### config.mk
export PLATFORM = sky130hd
export DESIGN_NAME = fep_mul
export DESIGN_NICKNAME = d
export VERILOG_FILES = /design/src/fep_pkg.sv /design/src/fep_mul.sv
export SDC_FILE = /design/constraint.sdc
export NUM_CORES = 2
export LEC_CHECK = 0
export BUFFER_PORTS_ARGS = -buffer_cell sky130_fd_sc_hd__buf_2
export CAP_MARGIN = 20
export CORE_ASPECT_RATIO = 1.4
export CORE_UTILIZATION = 36
export DETAILED_ROUTE_END_ITERATION = 6
export HOLD_SLACK_MARGIN = 0.02
export PLACE_DENSITY = 0.56
export SYNTH_ARGS = -nofsm -noshare
export SYNTH_HDL_FRONTEND = slang
export SYNTH_SLANG_ARGS = --single-unit
### constraint.sdc
create_clock -name clock -period 11.7 [get_ports clock]
set_clock_uncertainty 0.05 [all_clocks]
set_input_delay 3.51 -clock clock [delete_from_list [all_inputs] [get_ports clock]]
set_output_delay 3.51 -clock clock [all_outputs]
set_load 0.005 [all_outputs]
### src/fep_pkg.sv
`timescale 1ns / 1ps
// Shared types, constants and helpers for the fast exp pipeline.
// No dependencies.
package fep_pkg;

   // single-precision constants as bit patterns
   localparam logic [31:0] FP_LOG2E = 32'h3FB8AA3B;
   localparam logic [31:0] FP_LN2   = 32'h3F317218;
   localparam logic [31:0] FP_CF4   = 32'h3D2D7D7D;
   localparam logic [31:0] FP_CF3   = 32'h3E2AF080;
   localparam logic [31:0] FP_CF2   = 32'h3EFFF205;
   localparam logic [31:0] FP_CF1   = 32'h3F80016A;
   localparam logic [31:0] FP_ONE   = 32'h3F800000;
   localparam logic [31:0] FP_HALF  = 32'h3F000000;
   localparam logic [31:0] FP_NHALF = 32'hBF000000;
   localparam logic [31:0] FP_QNAN  = 32'h7FC00000;
   localparam logic [31:0] FP_PINF  = 32'h7F800000;
   localparam logic [31:0] FP_PZERO = 32'h00000000;

   localparam int unsigned EXP_BIAS  = 127;
   localparam int unsigned MANT_BITS = 23;

   // pipeline depths
   localparam int unsigned OP_LAT    = 3;   // each add or multiply unit
   localparam int unsigned PIPE_LAT  = 41;  // input register to output register

   typedef enum logic [1:0] {
      SPC_NONE,
      SPC_ZERO,
      SPC_INF,
      SPC_NAN
   } spc_type;

   function automatic logic [5:0] clz48(input logic [47:0] v);
      logic [5:0] n;
      logic       hit;
      n   = 6'd48;
      hit = 1'b0;
      for (int i = 47; i >= 0; i--) begin
         if (!hit && v[i]) begin
            n   = 6'(47 - i);
            hit = 1'b1;
         end
      end
      return n;
   endfunction

   function automatic logic [4:0] clz28(input logic [27:0] v);
      logic [4:0] n;
      logic       hit;
      n   = 5'd28;
      hit = 1'b0;
      for (int i = 27; i >= 0; i--) begin
         if (!hit && v[i]) begin
            n   = 5'(27 - i);
            hit = 1'b1;
         end
      end
      return n;
   endfunction

endpackage

### src/fep_mul.sv
`timescale 1ns / 1ps
// Single-precision multiplier, round to nearest even, IEEE subnormals.
// Three stages: mantissa product, normalize, denormalize and round. Uses fep_pkg.
module fep_mul import fep_pkg::*; (
   input  logic        clock,
   input  logic        en,
   input  logic [31:0] a,
   input  logic [31:0] b,
   output logic [31:0] y
);

   // stage A
   logic [7:0]         ea, eb, eae, ebe;
   logic [23:0]        ma, mb;
   logic               a_nan, b_nan, a_inf, b_inf, a_zero, b_zero;
   spc_type            spc_a_in, spc_a_ff;
   logic               sgn_a_ff;
   logic [47:0]        prod_a_in, prod_a_ff;
   logic signed [10:0] exp_a_in, exp_a_ff;

   always_comb begin
      ea     = a[30:23];
      eb     = b[30:23];
      eae    = (ea == 8'd0) ? 8'd1 : ea;
      ebe    = (eb == 8'd0) ? 8'd1 : eb;
      ma     = {|ea, a[22:0]};
      mb     = {|eb, b[22:0]};
      a_nan  = (ea == 8'hFF) && (a[22:0] != 23'd0);
      b_nan  = (eb == 8'hFF) && (b[22:0] != 23'd0);
      a_inf  = (ea == 8'hFF) && (a[22:0] == 23'd0);
      b_inf  = (eb == 8'hFF) && (b[22:0] == 23'd0);
      a_zero = (a[30:0] == 31'd0);
      b_zero = (b[30:0] == 31'd0);
      priority if (a_nan || b_nan || (a_inf && b_zero) || (b_inf && a_zero)) begin
         spc_a_in = SPC_NAN;
      end else if (a_inf || b_inf) begin
         spc_a_in = SPC_INF;
      end else if (a_zero || b_zero) begin
         spc_a_in = SPC_ZERO;
      end else begin
         spc_a_in = SPC_NONE;
      end
      prod_a_in = {24'd0, ma} * {24'd0, mb};
      exp_a_in  = $signed({3'd0, eae}) + $signed({3'd0, ebe}) - 11'sd127;
   end

   always_ff @(posedge clock) begin
      if (en) begin
         spc_a_ff  <= spc_a_in;
         sgn_a_ff  <= a[31] ^ b[31];
         prod_a_ff <= prod_a_in;
         exp_a_ff  <= exp_a_in;
      end
   end

   // stage B: leading one to bit 47
   logic [5:0]         lz;
   logic [47:0]        norm_b_in, norm_b_ff;
   logic signed [10:0] exp_b_in, exp_b_ff;
   spc_type            spc_b_ff;
   logic               sgn_b_ff;

   always_comb begin
      lz        = clz48(prod_a_ff);
      norm_b_in = prod_a_ff << lz;
      exp_b_in  = exp_a_ff + 11'sd1 - $signed({5'd0, lz});
   end

   always_ff @(posedge clock) begin
      if (en) begin
         norm_b_ff <= norm_b_in;
         exp_b_ff  <= exp_b_in;
         spc_b_ff  <= spc_a_ff;
         sgn_b_ff  <= sgn_a_ff;
      end
   end

   // stage C: shift into subnormal range if needed, then round
   logic signed [10:0] sh_full;
   logic [5:0]         sh;
   logic [95:0]        wide;
   logic [23:0]        m24;
   logic               guard, sticky, inc, is_norm;
   logic [7:0]         field;
   logic [30:0]        rnd;
   logic [31:0]        y_in, y_ff;

   always_comb begin
      is_norm = (exp_b_ff >= 11'sd1);
      sh_full = 11'sd1 - exp_b_ff;
      if (is_norm) begin
         sh = 6'd0;
      end else if (sh_full > 11'sd48) begin
         sh = 6'd48;
      end else begin
         sh = sh_full[5:0];
      end
      wide   = {norm_b_ff, 48'd0} >> sh;
      m24    = wide[95:72];
      guard  = wide[71];
      sticky = |wide[70:0];
      inc    = guard && (sticky || m24[0]);
      field  = is_norm ? exp_b_ff[7:0] : 8'd0;
      rnd    = {field, m24[22:0]} + {30'd0, inc};
      unique case (spc_b_ff)
         SPC_NAN:  y_in = FP_QNAN;
         SPC_INF:  y_in = {sgn_b_ff, FP_PINF[30:0]};
         SPC_ZERO: y_in = {sgn_b_ff, 31'd0};
         default: begin
            if (exp_b_ff >= 11'sd255) begin
               y_in = {sgn_b_ff, FP_PINF[30:0]};
            end else begin
               y_in = {sgn_b_ff, rnd};
            end
         end
      endcase
   end

   always_ff @(posedge clock) begin
      if (en) begin
         y_ff <= y_in;
      end
   end

   assign y = y_ff;

endmodule

==> results_dict.tcl <==
set metrics [dict create \
    status "finished, final reports clean" \
    startpoint "b[3]" \
    hpwl_um 79700 \
    final_common_cell "inv_1" \
    setup_violations 0 \
    period_share 0.934 \
    fmaxAchievable_ghz 0.0916 \
    clk_pin_slew_ps 70 \
    die_h_um 354 \
    synth_flop_cell "edfxtp_1" \
    drtIter0Drc 1942 \
    hp-class "flip-flop to flip-flop" \
    die_area_mm2 0.0899 \
    critPathRequiredTime_ps 11840 \
    die_w_um 254 \
    ios 98 \
    max_cap_viol_count 0 \
    routed_wl_um 100000 \
    ctsHoldBuffers 0 \
    yosysTopAreaCell "fa_1" \
    ys_types 101 \
    synth_top_cell_area_share 0.303 \
    clock_tree.buffer_depth 2 \
    crit_type "primary input to flip-flop" \
    whs_ps 372 \
    finalHoldViolCount 0 \
    async_flop_share 0 \
    grt_start_max_net_pins 105 \
    core_mm2 0.0874 \
    clkSinkCount 155 \
    setup_tns_ps 0 \
    mostFrequentLayoutCells "inv_1 (544), nand2_1 (512), fa_1 (484)" \
    min_from "spc_a_ff[1]" \
    via_count 26200 \
    finalWorstPathRequiredPeriod_ps 10920 \
    yosysSeqAreaShare 0.146 \
    syn_area_mm2 0.0319 \
    cts_tree "yes" \
    post_synth.cell_area_avg_um2 8.87 \
    grt_pass1_vias 27100 \
    drc 0 \
    cts.htree.levels 4 \
    max-slew-margin-rel 0.353 \
    synth_edf_count 155 \
    rows 128 \
    path_max_fanout 15 \
    root_buffer "clkbuf_16" \
    area_growth_pct 6.70 \
    grt_pass1_wl_um 156000 \
    fill_cells 9037 \
    syn-num-nets 4359 \
    initial_utilization 0.365 \
    antenna_found_initial 2 \
    final_nets 4328 \
    crit_path_end_kind "flip-flop" \
    utilization 0.390 \
    slew_violations 0 \
    gp_congestion 0.948 \
    tightest_slew_ps 971 \
    cp.arrival_ps 11060 \
    clk_latency_ps 460 \
    layout-drive-gt1-share 0.0848 \
    rsz0062_at_grt "no" \
    overflow 0 \
    drt_pass1_iterations 6 \
    ys.warnings.count 0 \
    cts_buffers 17 \
    crit_path_start_kind "primary input" \
    post_drt_wl_per_cell_um 21.1 \
    r2r-start "exp_b_ff[1]" \
    antenna_left 0 \
    viasPerCell 5.50 \
    synth_area_leaders "fa_1 (30%), edfxtp_1 (15%), ha_1 (8.1%), inv_1 (6.4%), nand2_1 (6.0%)" \
    io_buffer_count 97 \
    ctsResizeCount 0 \
    syn_inst 3602 \
    grt_use_total 0.225 \
    ys_seq_elements 155 \
    cts_setup_buffers 0 \
]
state kept, by name, summed over array words and instances (netlist names):
register / flops
norm_b_ff: 48
spc_a_ff: 2
spc_b_ff: 2
exp_b_ff: 11
y: 32
sgn_b_ff: 1
exp_a_ff: 10
sgn_a_ff: 1
prod_a_ff: 48
synthesized netlist by cell type, types with 16 or more instances:
master	count
inv_1	544
nand2_1	512
fa_1	484
and2_1	219
ha_1	207
nor2_1	168
clkbuf_1	165
edfxtp_1	155
a21oi_1	145
mux2i_1	141
o21ai_0	86
nor3_1	58
xnor2_1	50
nand3_1	48
a21o_1	32
nor4_1	30
a31oi_1	29
buf_2	29
mux2_2	28
and3_1	23
nand4_1	23
o21bai_1	21
a211oi_1	18
nor2b_1	18
o22ai_1	18
xor2_1	18
o21a_1	17
or3_1	17
or2_2	16
layout make-up:
| class | instances | area (um2) | share of cell area |
|---|---|---|---|
| multi-input combinational | 2682 | 24300 | 0.713 |
| sequential | 155 | 4650 | 0.137 |
| inverter | 546 | 2050 | 0.0601 |
| tap | 1170 | 1460 | 0.0429 |
| timing repair buffer | 169 | 1030 | 0.0302 |
| clock buffer | 17 | 425 | 0.0125 |
| clock inverter | 15 | 151 | 0.00444 |
| antenna | 2 | 5.00 | 0.000147 |
worst max-delay path, cell delays in order:
cell	delay [ps]
buf_2	270
buf_4	320
nand2_1	120
fa_1	550
inv_1	50
fa_1	480
fa_1	580
inv_1	70
fa_1	510
inv_1	60
fa_1	530
inv_1	50
fa_1	470
inv_1	50
fa_1	430
ha_1	350
o21a_1	130
o21ai_0	300
nor2_1	120
a2111o_1	450
a211o_1	330
a21oi_1	260
o21ai_0	220
a311oi_1	350
buf_4	190
mux2i_1	180
o2111ai_1	130
path summary, 6_finish.rpt:
kind	to	slack, ps	depth (start not counted)
worst max-delay path	prod_a_ff[45]	780	27
worst min-delay path	spc_b_ff[1]	370	0
worst max register to register	y[18]	5520	18
worst min register to register	spc_b_ff[1]	370	0
stage by stage:
step           cell area [um2]  worst slack, ps  instances
2_1_floorplan            31900              792       3602
3_3_place_gp             33500              432       4720
3_5_place_dp             33500              306       4721
4_1_cts                  34100              823       4753
5_1_grt                  34100              473       4754
6_report                 34100              777       4756
layer usage:
layer	vias to the layer above	global-route usage	wire length, um
met3	271	0.0232	5090
met5	-	0	0
li1	11800	-	-
met1	13100	0.261	38300
met4	0	0.106	4920
met2	992	0.411	51900
kinds of logic after synthesis:
kind of cell / share of synthesized area
buffers and inverters: 0.0938
and+or+nand+nor: 0.180
adders and majority gates: 0.384
DFF: 0.146
xor gates and xnor gates: 0.0192
muxes: 0.0541
AOI/OAI and AO/OA: 0.123
Power is left out: the tool's default activity adds up to more than one toggle a clock period on the data nets, which glitch-free logic cannot reach.
