## config.mk

```make
export PLATFORM = sky130hd
export DESIGN_NAME = fep_dly
export DESIGN_NICKNAME = d
export VERILOG_FILES = /design/src/fep_dly.sv
export SDC_FILE = /design/constraint.sdc
export NUM_CORES = 1
export LEC_CHECK = 0
export ABC_AREA = 1
export BUFFER_PORTS_ARGS = -buffer_cell sky130_fd_sc_hd__buf_2
export CAP_MARGIN = 20
export CELL_PAD_IN_SITES_DETAIL_PLACEMENT = 0
export CELL_PAD_IN_SITES_GLOBAL_PLACEMENT = 1
export CORE_ASPECT_RATIO = 1.5
export CORE_MARGIN = 3
export CORE_UTILIZATION = 46
export CTS_BUF_LIST = sky130_fd_sc_hd__clkbuf_8 sky130_fd_sc_hd__clkbuf_16
export CTS_CLUSTER_DIAMETER = 200
export DETAILED_ROUTE_END_ITERATION = 7
export PLACE_DENSITY_LB_ADDON = 0.1
export SYNTH_ARGS = -nofsm -noshare
export SYNTH_HDL_FRONTEND = slang
export SYNTH_SLANG_ARGS = --single-unit
```

## constraint.sdc

```tcl
create_clock -name clock -period 0.8 [get_ports clock]
set_input_delay 0.08 -clock clock [delete_from_list [all_inputs] [get_ports clock]]
set_output_delay 0.08 -clock clock [all_outputs]
set_load 0.01 [all_outputs]
```

## src/fep_dly.sv

```systemverilog
`timescale 1ns / 1ps
// Enabled shift line that delays a payload word by D stages.
// Depends on nothing.
module fep_dly #(
   parameter int unsigned W = 32,
   parameter int unsigned D = 3
) (
   input  logic         clock,
   input  logic         en,
   input  logic [W-1:0] d,
   output logic [W-1:0] q
);

   logic [W-1:0] pipe_ff [D];

   always_ff @(posedge clock) begin
      if (en) begin
         pipe_ff[0] <= d;
         for (int i = 1; i < int'(D); i++) begin
            pipe_ff[i] <= pipe_ff[i-1];
         end
      end
   end

   assign q = pipe_ff[D-1];

endmodule

```

==> results of run 1 <==
## timing repair
item                       in CTS  in global routing
pin swaps                       0                  0
hold endpoints to repair       32                  0
hold buffers                   32                  0
buffers inserted                0                  0
setup endpoints to repair      32                 32
## area by class of cell
cell class            count  area, um2  area share [%]
clock inverter            6       51.3            1.32
timing repair buffer    104        726            18.7
tap                      76       95.1            2.45
clock buffer              9        124            3.19
sequential               96       2880            74.3
## per-stage QoR
stage | instance area (um2) | std cells | setup TNS [ns]
2_1_floorplan | 3120 | 128 | 0
3_3_place_gp | 3380 | 244 | -0.0118
3_5_place_dp | 3380 | 244 | -0.472
4_1_cts | 3880 | 291 | -5.23
5_1_grt | 3880 | 291 | -5.89
6_report | 3880 | 291 | -4.29
## cell families (layout without fill, tap and decap cells)
group	Yosys count	count (layout)	synth area share, %
buf+inv	32	119	7.69
flops	96	96	92.3
## power by group through the flow
| stage | clock [mW] | combinational [mW] | sequential, mW |
|---|---|---|---|
| 2_1_floorplan | 0 | 0.183 | 6.11 |
| 3_3_place_gp | 0 | 0.351 | 6.11 |
| 3_5_place_dp | 0 | 0.362 | 6.14 |
| 4_1_cts | 2.94 | 0.485 | 6.03 |
| 5_1_grt | 3.14 | 0.519 | 6.05 |
| 6_report | 2.83 | 0.477 | 6.02 |
## cell usage after synthesis
master / number
buf_4: 32
edfxtp_1: 96
## worst max path at each step
stage / to / slack, ns / cells past startpoint
3_3_place_gp: pipe_ff[0][0]$_DFFE_PP_ / -0.0008 / 2
5_1_grt: q[5] / -0.23 / 1
6_report: q[28] / -0.18 / 1
3_5_place_dp: pipe_ff[0][57]$_DFFE_PP_ / -0.01 / 2
4_1_cts: q[28] / -0.21 / 1
2_1_floorplan: pipe_ff[0][32]$_DFFE_PP_ / 0.21 / 0
## layer usage
layer	wire length, um	vias up
met5	0	-
met3	282	9
met1	1570	625
met2	2230	52
met4	86	0
li1	-	619
==> metrics.md, run 1 <==
| Metric | Value |
|---|---|
| TritonRoute pass-1 iters | `4` |
| Hold_sp | `en` |
| Via count | `roughly 1.3k` |
| Cell Area, Synth | `3120 um2` |
| Vias in the first global route | `1383` |
| Pre-CTS setup slack | `-0.0134 ns` |
| Final Hold Fails | `0` |
| Grt met3 use | `4.50%` |
| P per Cell Area | `2410 nW/um2` |
| GP Congestion | `roughly 0.63` |
| Crit Path Category | `reg -> out` |
| Worst setup path start | `pipe_ff[0][92]$_DFFE_PP_` |
| Worst Skew | `between 0.004 and 0.005 ns` |
| PortBufs | `65` |
| Largest net degree at the start of global routing | `39` |
| Worst EP arrival | `~0.90 ns` |
| Worst r2r src | `pipe_ff[0][31]$_DFFE_PP_` |
| Ys Warns | `0` |
| Global Route met1 Usage | `11.5%` |
| Core Area | `6530 um2` |
| Routed Antenna Nets | `0` |
| CP Buf/Inv Count | `1` |
| Commonest cells after routing, fill and taps aside | `edfxtp_1, buf_2, dlygate4sd3_1, clkbuf_8, buf_4` |
| Sequential area share after synthesis | `92.3%` |
| CP Cell Sequence | `buf_2` |
| Largest registers | `pipe_ff (96)` |
| Post-cts repair resize count | `0` |
| Comb pwr share | `~5.1%` |
| DIE HEIGHT | `between 100 and 150 um` |
| Sw frac | `18.8%` |
| Clock power frac | `30.4%` |
| Slew headroom | `between 80% and 90%` |
| Commonest non-fill, non-tap cell in the layout | `edfxtp_1` |
| Yosys top cell by area | `edfxtp_1` |
| Reg2Reg Setup Slack | `0.15 ns` |
| Clock-pin slew on the worst setup and hold paths | `~0.080 ns` |
| Slew Viols, Final | `0` |
| Min-Delay Path Depth | `2` |
| Multi-input comb cells | `0` |
| NetSw | `1.75 mW` |
| CTS tree | `done` |
| Initial detailed-routing violation count | `roughly 150` |
| Initial antenna violation count | `0` |
| Detailed Route WL | `between 4000 and 5000 um` |
| GR peak layer | `met2` |
| Initial core utilization | `47.8%` |
| Met2 GRT Util | `between 10% and 20%` |
| DIE AREA | `7830 um2` |
| Largest Register | `pipe_ff` |
| Root Driver | `clkbuf_8` |
| Gate count of the mapped netlist | `128` |
| Pleak | `1.46 nW` |
| Max reg flops | `96` |
| RSZ-0062 raised after global routing | `true` |
| Clock Sink Count | `96` |
| Final hold slack | `0.143 ns` |
| Global-route wire length before repair | `around 6200 um` |
| Worst Setup Start Kind | `flip-flop` |
| Worst-Skew Late Latency | `0.34 ns` |
| Int Power | `7.58 mW` |
| Diodes inserted | `0` |
| Final min period | `0.976 ns` |
| R2R Path End | `pipe_ff[0][63]$_DFFE_PP_` |
| Chip width | `73.3 um` |
| Final Util | `59.4%` |
| Area of the multi-input gates | `0 um2` |
| Worst vdd ir | `1.31 mV` |
| # nets final | `between 200 and 250` |
| Tot GR Track Use | `a little under an eighth` |
| CTS buffer count | `9` |
| Syn Nets | `162` |
| CP max FO | `1` |
| Fillers | `~470` |
| H-tree lvl count | `3` |
| Yosys cell types | `2` |
| Final Cycle Share | `122%` |
| Main area contributors after synthesis | `edfxtp_1, buf_4` |
| HPWL Detailed | `between 2000 and 3000 um` |
| Slowest stage cell on the critical path | `edfxtp_1` |
| Area share of the largest cell type after synthesis | `92.3%` |
| Critical Path End Type | `primary output` |
| DRC viols | `0` |
| Tot Pwr | `9.33 mW` |
| Largest stage delay, worst path | `0.40 ns` |
| Min-delay worst type | `in -> reg` |
| I/O pins | `66` |
| Wire per inst | `14.3 um` |
| Fmax | `1.02 GHz` |
| Layout cells sized above 1 | `39.1%` |
| Failing checks | `setup timing` |
| Sequential Power Share | `about 65%` |
| Status | `complete, but fails checks` |
| #FFs+latches synth | `96` |
| Hold endpoint | `pipe_ff[0][17]$_DFFE_PP_` |
| Setup WS post-layout | `-0.176 ns` |
| Worst endpoint required time | `0.72 ns` |
| Rows | `36` |
| # Max-Cap Violations | `0` |
| Routed vias/inst | `4.48` |
| CTS max path bufs | `2` |
| Area growth, synth to finish | `24.2%` |
| GRT Residual Overflow | `0` |
| Largest delay share family, worst path | `flip-flops` |
| Actual slew at the worst max-slew pin | `just under 0.2 ns` |
| R2R depth | `0` |
| Syn avg cell area | `24.4 um2` |
| Final setup vio count | `32` |
Power figures use the tool's default switching activity.
==> inputs of run 2 (changes only) <==
- BUFFER_PORTS_ARGS: -buffer_cell sky130_fd_sc_hd__buf_2 -> -buffer_cell sky130_fd_sc_hd__buf_4
==> run 2 against run 1 <==
The flow still finishes with violations (setup timing). Clock skew increased by 0.0025 ns. Count of clock-buffer cells in the layout unchanged. Register-to-register slack about the same. Critical path type unchanged.
==> metrics.md, run 2 (synthesis results as in run 1) <==
| Metric | Value |
|---|---|
| Largest registers | `pipe_ff (96)` |
| Max reg flops | `96` |
| Chip width | `73.3 um` |
| I/O pins | `66` |
| CP max FO | `1` |
| H-tree lvl count | `3` |
| Final Cycle Share | `122%` |
| Area growth, synth to finish | `34.1%` |
| Slowest stage cell on the critical path | `edfxtp_1` |
| Status | `complete, but fails checks` |
| Hold_sp | `en` |
| Worst vdd ir | `1.37 mV` |
| Root Driver | `clkbuf_8` |
| Routed vias/inst | `4.52` |
| Final setup vio count | `32` |
| Setup WS post-layout | `-0.176 ns` |
| Pleak | `1.58 nW` |
| Clock Sink Count | `96` |
| # nets final | `roughly 250` |
| GRT Residual Overflow | `0` |
| Largest net degree at the start of global routing | `25` |
| Failing checks | `setup timing` |
| Largest stage delay, worst path | `0.41 ns` |
| HPWL Detailed | `approximately 2800 um` |
| Worst EP arrival | `approximately 0.9 ns` |
| CTS max path bufs | `2` |
| Wire per inst | `roughly 15 um` |
| Worst r2r src | `pipe_ff[0][52]$_DFFE_PP_` |
| CP Cell Sequence | `buf_6` |
| Largest Register | `pipe_ff` |
| Rows | `36` |
| Tot GR Track Use | `12.6%` |
| Routed Antenna Nets | `0` |
| Crit Path Category | `reg -> out` |
| Area of the multi-input gates | `0 um2` |
| Final Hold Fails | `0` |
| Placed instance count | `246` |
| Worst Setup Start Kind | `flip-flop` |
| Final hold slack | `0.227 ns` |
| Detailed Route WL | `about 4500 um` |
| Global-route wire length before repair | `between 7000 and 8000 um` |
| CP Buf/Inv Count | `1` |
| Commonest cells after routing, fill and taps aside | `edfxtp_1, buf_4, dlygate4sd3_1, buf_6, clkbuf_8` |
| # Max-Cap Violations | `0` |
| Worst endpoint required time | `0.72 ns` |
| Via count | `1328` |
| DIE AREA | `7830 um2` |
| Post-route non-filler standard cell count | `approximately 290` |
| Core Area | `around 6500 um2` |
| Critical Path End Type | `primary output` |
| Commonest non-fill, non-tap cell in the layout | `edfxtp_1` |
| Worst Skew | `0.00741 ns` |
| Fmax | `1.02 GHz` |
| DIE HEIGHT | `~110 um` |
| Diodes inserted | `0` |
| Vias in the first global route | `1450` |
| Slew headroom | `89.0%` |
| Initial core utilization | `47.8%` |
| Worst setup path start | `pipe_ff[0][92]$_DFFE_PP_` |
| RSZ-0062 raised after global routing | `true` |
| Clock-pin slew on the worst setup and hold paths | `~0.090 ns` |
| Worst-Skew Late Latency | `approximately 0.35 ns` |
| PortBufs | `65` |
| CTS tree | `done` |
| CTS buffer count | `9` |
| Initial antenna violation count | `0` |
| DRC viols | `0` |
| Initial detailed-routing violation count | `around 130` |
| P per Cell Area | `about 2300 nW/um2` |
| Multi-input comb cells | `0` |
| Largest delay share family, worst path | `flip-flops` |
| TritonRoute pass-1 iters | `4` |
| Layout cells sized above 1 | `40.4%` |
| Min-delay worst type | `in -> reg` |
| Final min period | `0.976 ns` |
| Slew Viols, Final | `0` |
| GP Congestion | `0.675` |
| Actual slew at the worst max-slew pin | `0.164 ns` |
==> run 2: cell count changes in the layout (fill, tap and decap cells not counted) <==
cell | previous run | this run
buf_2 | 64 | 0
buf_4 | 6 | 40
buf_6 | 0 | 32
clkinv_1 | 3 | 1
clkinv_4 | 0 | 1
clkinvlp_4 | 0 | 1
inv_1 | 0 | 1
==> run 2: layout make-up <==
cell class / count / area, um2
flip-flops and latches: 96 / 2880
fillers: 454 / 2340
repair buffers: 106 / 1020
clock buffers: 9 / 124
well taps: 76 / 95.1
clock inverters: 7 / 63.8
==> run 2: what timing repair did <==
item / 4_1_cts / 5_1_grt
endpoints found under the setup margin: 32 / 32
hold endpoints to repair: 32 / 0
hold buffers: 32 / 0
buffers inserted: 0 / 0
resized for setup: 20 / 12
pin swaps: 0 / 0
==> run 2: worst paths after layout <==
path	to	slack [ns]	cells after the start
max	q[28]	-0.18	1
min	pipe_ff[0][65]$_DFFE_PP_	0.23	2
max reg2reg	pipe_ff[0][84]$_DFFE_PP_	0.14	0
min reg2reg	pipe_ff[0][91]$_DFFE_PP_	0.42	0
==> run 2: where the power goes <==
part	internal, mW	total [mW]	switching, mW	leakage [nW]
Combinational	0.409	0.644	0.235	0.538
Clock	1.42	2.93	1.51	0.0978
Sequential	5.94	6.05	0.109	0.940
==> run 2: through the flow <==
step | total power, mW | utilization [%] | instance area (um2) | TNS, ns | setup WS, ns
final | 9.62 | 64.1 | 4190 | -4.82 | -0.176
after global routing | 10.0 | 64.1 | 4190 | -6.37 | -0.237
after CTS | 9.71 | 63.4 | 4140 | -5.52 | -0.208
after detailed placement | 6.61 | 54.5 | 3560 | 0 | 0.00301
after global placement | 6.58 | 54.5 | 3560 | 0 | 0.0237
after floorplan | 6.29 | - | 3120 | 0 | 0.211
==> run 2: routing by layer <==
layer	wire (um)	global-route usage [%]	part of all wire, %
met1	1580	13.8	35
met2	2570	21.4	58
met3	289	4.97	6.5
met4	22	5.15	0.49
met5	0	0	0
