==> src/fep_pkg.sv <==
`timescale 1ns / 1ps
// Shared types, constants and helpers for the fast exp pipeline.
// No dependencies.
package fep_pkg;

   // single-precision constants as bit patterns
   localparam logic [31:0] FP_LOG2E = 32'h3FB8AA3B;
   localparam logic [31:0] FP_LN2   = 32'h3F317218;
   localparam logic [31:0] FP_CF4   = 32'h3D2D7D7D;
   localparam logic [31:0] FP_CF3   = 32'h3E2AF080;
   localparam logic [31:0] FP_CF2   = 32'h3EFFF205;
   localparam logic [31:0] FP_CF1   = 32'h3F80016A;
   localparam logic [31:0] FP_ONE   = 32'h3F800000;
   localparam logic [31:0] FP_HALF  = 32'h3F000000;
   localparam logic [31:0] FP_NHALF = 32'hBF000000;
   localparam logic [31:0] FP_QNAN  = 32'h7FC00000;
   localparam logic [31:0] FP_PINF  = 32'h7F800000;
   localparam logic [31:0] FP_PZERO = 32'h00000000;

   localparam int unsigned EXP_BIAS  = 127;
   localparam int unsigned MANT_BITS = 23;

   // pipeline depths
   localparam int unsigned OP_LAT    = 3;   // each add or multiply unit
   localparam int unsigned PIPE_LAT  = 41;  // input register to output register

   typedef enum logic [1:0] {
      SPC_NONE,
      SPC_ZERO,
      SPC_INF,
      SPC_NAN
   } spc_type;

   function automatic logic [5:0] clz48(input logic [47:0] v);
      logic [5:0] n;
      logic       hit;
      n   = 6'd48;
      hit = 1'b0;
      for (int i = 47; i >= 0; i--) begin
         if (!hit && v[i]) begin
            n   = 6'(47 - i);
            hit = 1'b1;
         end
      end
      return n;
   endfunction

   function automatic logic [4:0] clz28(input logic [27:0] v);
      logic [4:0] n;
      logic       hit;
      n   = 5'd28;
      hit = 1'b0;
      for (int i = 27; i >= 0; i--) begin
         if (!hit && v[i]) begin
            n   = 5'(27 - i);
            hit = 1'b1;
         end
      end
      return n;
   endfunction

endpackage

==> src/fep_add.sv <==
`timescale 1ns / 1ps
// Single-precision adder, round to nearest even, IEEE subnormals.
// Three stages: swap and align, add and count zeros, normalize and round. Uses fep_pkg.
module fep_add import fep_pkg::*; (
   input  logic        clock,
   input  logic        en,
   input  logic [31:0] a,
   input  logic [31:0] b,
   output logic [31:0] y
);

   // stage A
   logic        swap;
   logic [31:0] big, sml;
   logic [7:0]  ebe, ese, d;
   logic [4:0]  dc;
   logic [23:0] mbg, msm;
   logic [53:0] al;
   logic        a_nan, b_nan, a_inf, b_inf;
   spc_type     spc_a_in, spc_a_ff;
   logic        sgn_a_in, sgn_a_ff, sub_a_ff;
   logic [7:0]  e_a_ff;
   logic [26:0] big_a_ff, sml_a_in, sml_a_ff;

   always_comb begin
      swap  = (b[30:0] > a[30:0]);
      big   = swap ? b : a;
      sml   = swap ? a : b;
      ebe   = (big[30:23] == 8'd0) ? 8'd1 : big[30:23];
      ese   = (sml[30:23] == 8'd0) ? 8'd1 : sml[30:23];
      mbg   = {|big[30:23], big[22:0]};
      msm   = {|sml[30:23], sml[22:0]};
      d     = ebe - ese;
      dc    = (d > 8'd27) ? 5'd27 : d[4:0];
      al    = {msm, 3'd0, 27'd0} >> dc;
      sml_a_in = {al[53:28], al[27] | (|al[26:0])};
      a_nan = (a[30:23] == 8'hFF) && (a[22:0] != 23'd0);
      b_nan = (b[30:23] == 8'hFF) && (b[22:0] != 23'd0);
      a_inf = (a[30:23] == 8'hFF) && (a[22:0] == 23'd0);
      b_inf = (b[30:23] == 8'hFF) && (b[22:0] == 23'd0);
      sgn_a_in = big[31];
      priority if (a_nan || b_nan || (a_inf && b_inf && (a[31] != b[31]))) begin
         spc_a_in = SPC_NAN;
      end else if (a_inf || b_inf) begin
         spc_a_in = SPC_INF;
         sgn_a_in = a_inf ? a[31] : b[31];
      end else begin
         spc_a_in = SPC_NONE;
      end
   end

   always_ff @(posedge clock) begin
      if (en) begin
         spc_a_ff <= spc_a_in;
         sgn_a_ff <= sgn_a_in;
         sub_a_ff <= a[31] ^ b[31];
         e_a_ff   <= ebe;
         big_a_ff <= {mbg, 3'd0};
         sml_a_ff <= sml_a_in;
      end
   end

   // stage B
   logic [27:0] sum_b_in, sum_b_ff;
   logic        zero;
   logic [4:0]  lz_b_ff;
   logic [7:0]  e_b_ff;
   spc_type     spc_b_in, spc_b_ff;
   logic        sgn_b_in, sgn_b_ff;

   always_comb begin
      sum_b_in = sub_a_ff ? ({1'b0, big_a_ff} - {1'b0, sml_a_ff})
                          : ({1'b0, big_a_ff} + {1'b0, sml_a_ff});
      zero     = (sum_b_in == 28'd0);
      spc_b_in = ((spc_a_ff == SPC_NONE) && zero) ? SPC_ZERO : spc_a_ff;
      // exact cancellation gives +0
      sgn_b_in = (zero && sub_a_ff && (spc_a_ff == SPC_NONE)) ? 1'b0 : sgn_a_ff;
   end

   always_ff @(posedge clock) begin
      if (en) begin
         sum_b_ff <= sum_b_in;
         lz_b_ff  <= clz28(sum_b_in);
         e_b_ff   <= e_a_ff;
         spc_b_ff <= spc_b_in;
         sgn_b_ff <= sgn_b_in;
      end
   end

   // stage C: shift is capped so the exponent does not drop below the subnormal floor
   logic signed [9:0] ex;
   logic              is_norm;
   logic [4:0]        s;
   logic [27:0]       nrm;
   logic [23:0]       m24;
   logic              inc;
   logic [7:0]        field;
   logic [30:0]       rnd;
   logic [31:0]       y_in, y_ff;

   always_comb begin
      ex      = $signed({2'd0, e_b_ff}) + 10'sd1 - $signed({5'd0, lz_b_ff});
      is_norm = (ex >= 10'sd1);
      s       = is_norm ? lz_b_ff : e_b_ff[4:0];
      nrm     = sum_b_ff << s;
      m24     = nrm[27:4];
      inc     = nrm[3] && ((|nrm[2:0]) || m24[0]);
      field   = is_norm ? ex[7:0] : 8'd0;
      rnd     = {field, m24[22:0]} + {30'd0, inc};
      unique case (spc_b_ff)
         SPC_NAN:  y_in = FP_QNAN;
         SPC_INF:  y_in = {sgn_b_ff, FP_PINF[30:0]};
         SPC_ZERO: y_in = {sgn_b_ff, 31'd0};
         default: begin
            if (ex >= 10'sd255) begin
               y_in = {sgn_b_ff, FP_PINF[30:0]};
            end else begin
               y_in = {sgn_b_ff, rnd};
            end
         end
      endcase
   end

   always_ff @(posedge clock) begin
      if (en) begin
         y_ff <= y_in;
      end
   end

   assign y = y_ff;

endmodule

==> config.mk <==
export PLATFORM = sky130hd
export DESIGN_NAME = fep_add
export DESIGN_NICKNAME = d
export VERILOG_FILES = /design/src/fep_pkg.sv /design/src/fep_add.sv
export SDC_FILE = /design/constraint.sdc
export NUM_CORES = 1
export LEC_CHECK = 0
export BUFFER_PORTS_ARGS = -buffer_cell sky130_fd_sc_hd__buf_2
export CAP_MARGIN = 5
export CORE_ASPECT_RATIO = 1.2
export CORE_MARGIN = 3
export CORE_UTILIZATION = 40
export CTS_BUF_LIST = sky130_fd_sc_hd__clkbuf_4
export DETAILED_ROUTE_END_ITERATION = 6
export GPL_TIMING_DRIVEN = 0
export PLACE_DENSITY_LB_ADDON = 0.12
export SETUP_SLACK_MARGIN = 0.02
export SLEW_MARGIN = 5
export SYNTH_ARGS = -nofsm -noshare
export SYNTH_HDL_FRONTEND = slang
export SYNTH_SLANG_ARGS = --single-unit
==> constraint.sdc <==
create_clock -name clock -period 22.1 [get_ports clock]
set_input_delay 4.42 -clock clock [delete_from_list [all_inputs] [get_ports clock]]
set_output_delay 4.42 -clock clock [all_outputs]
set_load 0.02 [all_outputs]
==> flow_summary.yaml <==
run_status:
  status: "finished clean"
global_route:
  antenna_found_initial: 2
  grt_first_pass_wirelength_um: 103400
  grt_pass1_vias: 16620
  overflow: 0
  grt_usage: 0.3208
  grt_start_max_net_pins: 98
clocking:
  cts_setup_buffers: 0
  cts_buffer_depth: 2
  cts.clk_slew.worst_paths_ns: 0.13
  cts_tree: "built"
  h-tree-depth: 4
  cts_inserted_buffers: 17
  ctsResizeCount: 0
  clk_latency_ns: 0.61
  ctsHoldBuffers: 0
  cts_root_buf: "clkbuf_4"
  numClockSinks: 138
placed_design:
  dp_hpwl_um: 56320
  pre_cts_slack_ns: 7.143
  port_buffers: 97
  gp_congestion: 1.021
  dp_cells: 2630
synthesis:
  postSynth.asyncResetShare: 0
  synth-seq-cells: 138
  synth-main-ff-cell: "edfxtp_1"
  synth_edf_count: 138
  synth_cells: 2005
  syn-num-nets: 2177
  synth.avg_cell_area_sq_um: 7.958
  yosysWarnings: 0
  syn_area_sq_um: 15960
  ys_types: 98
  ys_seq_area_frac: 0.2597
critical_path:
  endpoint_kind: "register"
  worstPathArrival_ns: 15.14
  r2r-end: "y[26]"
  reg2reg_slack_ns: 13.84
  r2r-start: "lz_b_ff[0]"
  critPathRequiredTime_ns: 22.42
  max_stage_delay_ns: 1.04
  path_common_cell: "clkbuf_1"
  cp-start-kind: "input port"
  critPathKind: "in -> reg"
  critPathBufInv: 8
  crit_fanout: 10
  critical-path-top-delay-family: "buffers and inverters"
  ff2ff_path_depth: 21
  startpoint: "a[20]"
  cp_slowest_cell: "xnor2_1"
cells_and_area:
  layout_common_cells: "nor2_1 (201), nand2_1 (194), o21ai_0 (139)"
  regArea_sq_um: 4144
  drive_above_1_share: 0.1053
  multi_input_area_sq_um: 10930
  areaGrowthSynthToFinish_pct: 9.716
  nFillCells: 4075
  nets: 2296
  fin_cells: 2665
  final_common_cell: "nor2_1"
hold_path:
  holdPathStages: 0
  min_path_type: "reg -> reg"
  holdPathEnd: "e_b_ff[7]"
  hp-start: "e_a_ff[7]"
route:
  drc_errors: 0
  drt_wl_total_um: 69940
  wl_met2_um: 34400
  via_count: 17130
  drtIter0Drc: 1389
  wl_met3_um: 4344
  via_per_inst: 6.429
  ant_nets: 0
  highest_layer: "met4"
  met1Wirelength_um: 26760
  drtPass1Iterations: 6
  wire_per_inst_um: 26.25
floorplanning:
  core_sq_um: 39040
  io_pins: 98
  dieArea_sq_um: 42330
  die_w_um: 188.3
  rows: 79
  fp.dieH_um: 224.8
  start_util: 0.4087
timing:
  rsz0062_at_grt: "no"
  min_period_ns: 14.81
  setup_ws_ns: 7.288
  hold_viol: 0
  clock_skew_ns: 0.03859
  tns_ns: 0
  fin_crit_sh: 0.6702
  finalMaxSlewViolations: 0
  setup_violations: 0
  slew_headroom: 0.08681
  max_freq_mhz: 67.51
  tightest_slew_ns: 1.335
power:
  power_density_nw_per_um2: 95.00
  p_leak_nw: 6.883
  vdd_drop_max_v: 0.00003084
flow_run:
  cap_violations: 0
worst max-delay path by stage:
stage                   to  slack [ns]  cells after the start
2_1_floorplan  sml_a_ff[0]       11.07                     32
3_5_place_dp   sml_a_ff[0]        7.14                     31
3_3_place_gp   sml_a_ff[0]        6.92                     30
5_1_grt        sml_a_ff[0]        7.19                     32
4_1_cts        sml_a_ff[0]        7.73                     31
6_report       sml_a_ff[0]        7.29                     29
sequential cells by signal, indices dropped and copies added, names as in the netlist:
name      cells
y            32
sml_a_ff     27
sum_b_ff     27
big_a_ff     24
e_a_ff        8
e_b_ff        8
lz_b_ff       5
spc_a_ff      2
spc_b_ff      2
sgn_a_ff      1
sgn_b_ff      1
sub_a_ff      1
cell families after synthesis:
family	after synthesis	synth area share
buf+inv	232	0.05615
compound gates	669	0.2889
xor+xnor	42	0.02306
simple gates	704	0.2115
mux	114	0.07614
fa+ha+maj	106	0.08454
flops	138	0.2597
synthesized netlist by cell type, types with 30 or more instances:
cell | instances | share of area
o21ai_0 | 139 | 0.044
nor2_1 | 201 | 0.047
o211ai_1 | 40 | 0.019
mux2i_1 | 78 | 0.049
o22ai_1 | 46 | 0.018
a21oi_1 | 120 | 0.038
nand2_1 | 194 | 0.046
nand3_1 | 63 | 0.020
clkbuf_1 | 90 | 0.021
edfxtp_1 | 138 | 0.26
mux2_2 | 32 | 0.023
nor4_1 | 30 | 0.012
ha_1 | 103 | 0.081
inv_1 | 118 | 0.028
nor3_1 | 58 | 0.018
a22oi_1 | 30 | 0.014
metal layers:
layer / vias up / track usage
li1: 7894 / -
met1: 8254 / 0.3725
met2: 779 / 0.5630
met3: 205 / 0.04630
met4: 0 / 0.1901
met5: - / 0
per-stage QoR:
| stage | area [sq um] | utilization | hold slack [ns] | power [mW] |
|---|---|---|---|---|
| after floorplan | 15960 | - | 0.4003 | 1.081 |
| after global placement | 17100 | 0.4379 | 0.4042 | 1.441 |
| after detailed placement | 17150 | 0.4393 | 0.4099 | 1.437 |
| after CTS | 17490 | 0.4480 | 0.4500 | 1.641 |
| after global routing | 17510 | 0.4484 | 0.4569 | 1.759 |
| final | 17510 | 0.4484 | 0.4446 | 1.663 |
worst reg2reg max path, stage by stage (launching register included):
cell and delay, ns:
edfxtp_1 0.55, buf_1 0.59, buf_1 0.67, inv_1 0.21
ha_1 0.26, ha_1 0.22, fa_1 0.43, a211oi_1 0.43
o211ai_1 0.18, o311ai_2 0.17, nand4_1 0.36, clkbuf_1 0.32
o31ai_1 0.89, nor2_1 0.23, mux2i_1 0.23, a221oi_1 0.36
a41oi_1 0.18, a31o_2 0.37, nor3_1 0.63, clkbuf_1 0.43
a31oi_1 0.17, o31ai_2 0.22
report_power, final:
group	switching (mW)	internal [mW]	total (mW)
Clock	0.105	0.0936	0.199
Sequential	0.0393	0.341	0.380
Combinational	0.735	0.350	1.08
final cells by class:
type | count | area share
plain buffers | 114 | 0.02587
clock buffers | 18 | 0.007719
repair buffers | 100 | 0.03052
well taps | 526 | 0.03760
multi-input cells | 1635 | 0.6242
flip-flops and latches | 138 | 0.2367
clock inverters | 14 | 0.01179
diodes | 2 | 0.0002859
inverters | 118 | 0.02530
Power figures use the tool's default switching activity.
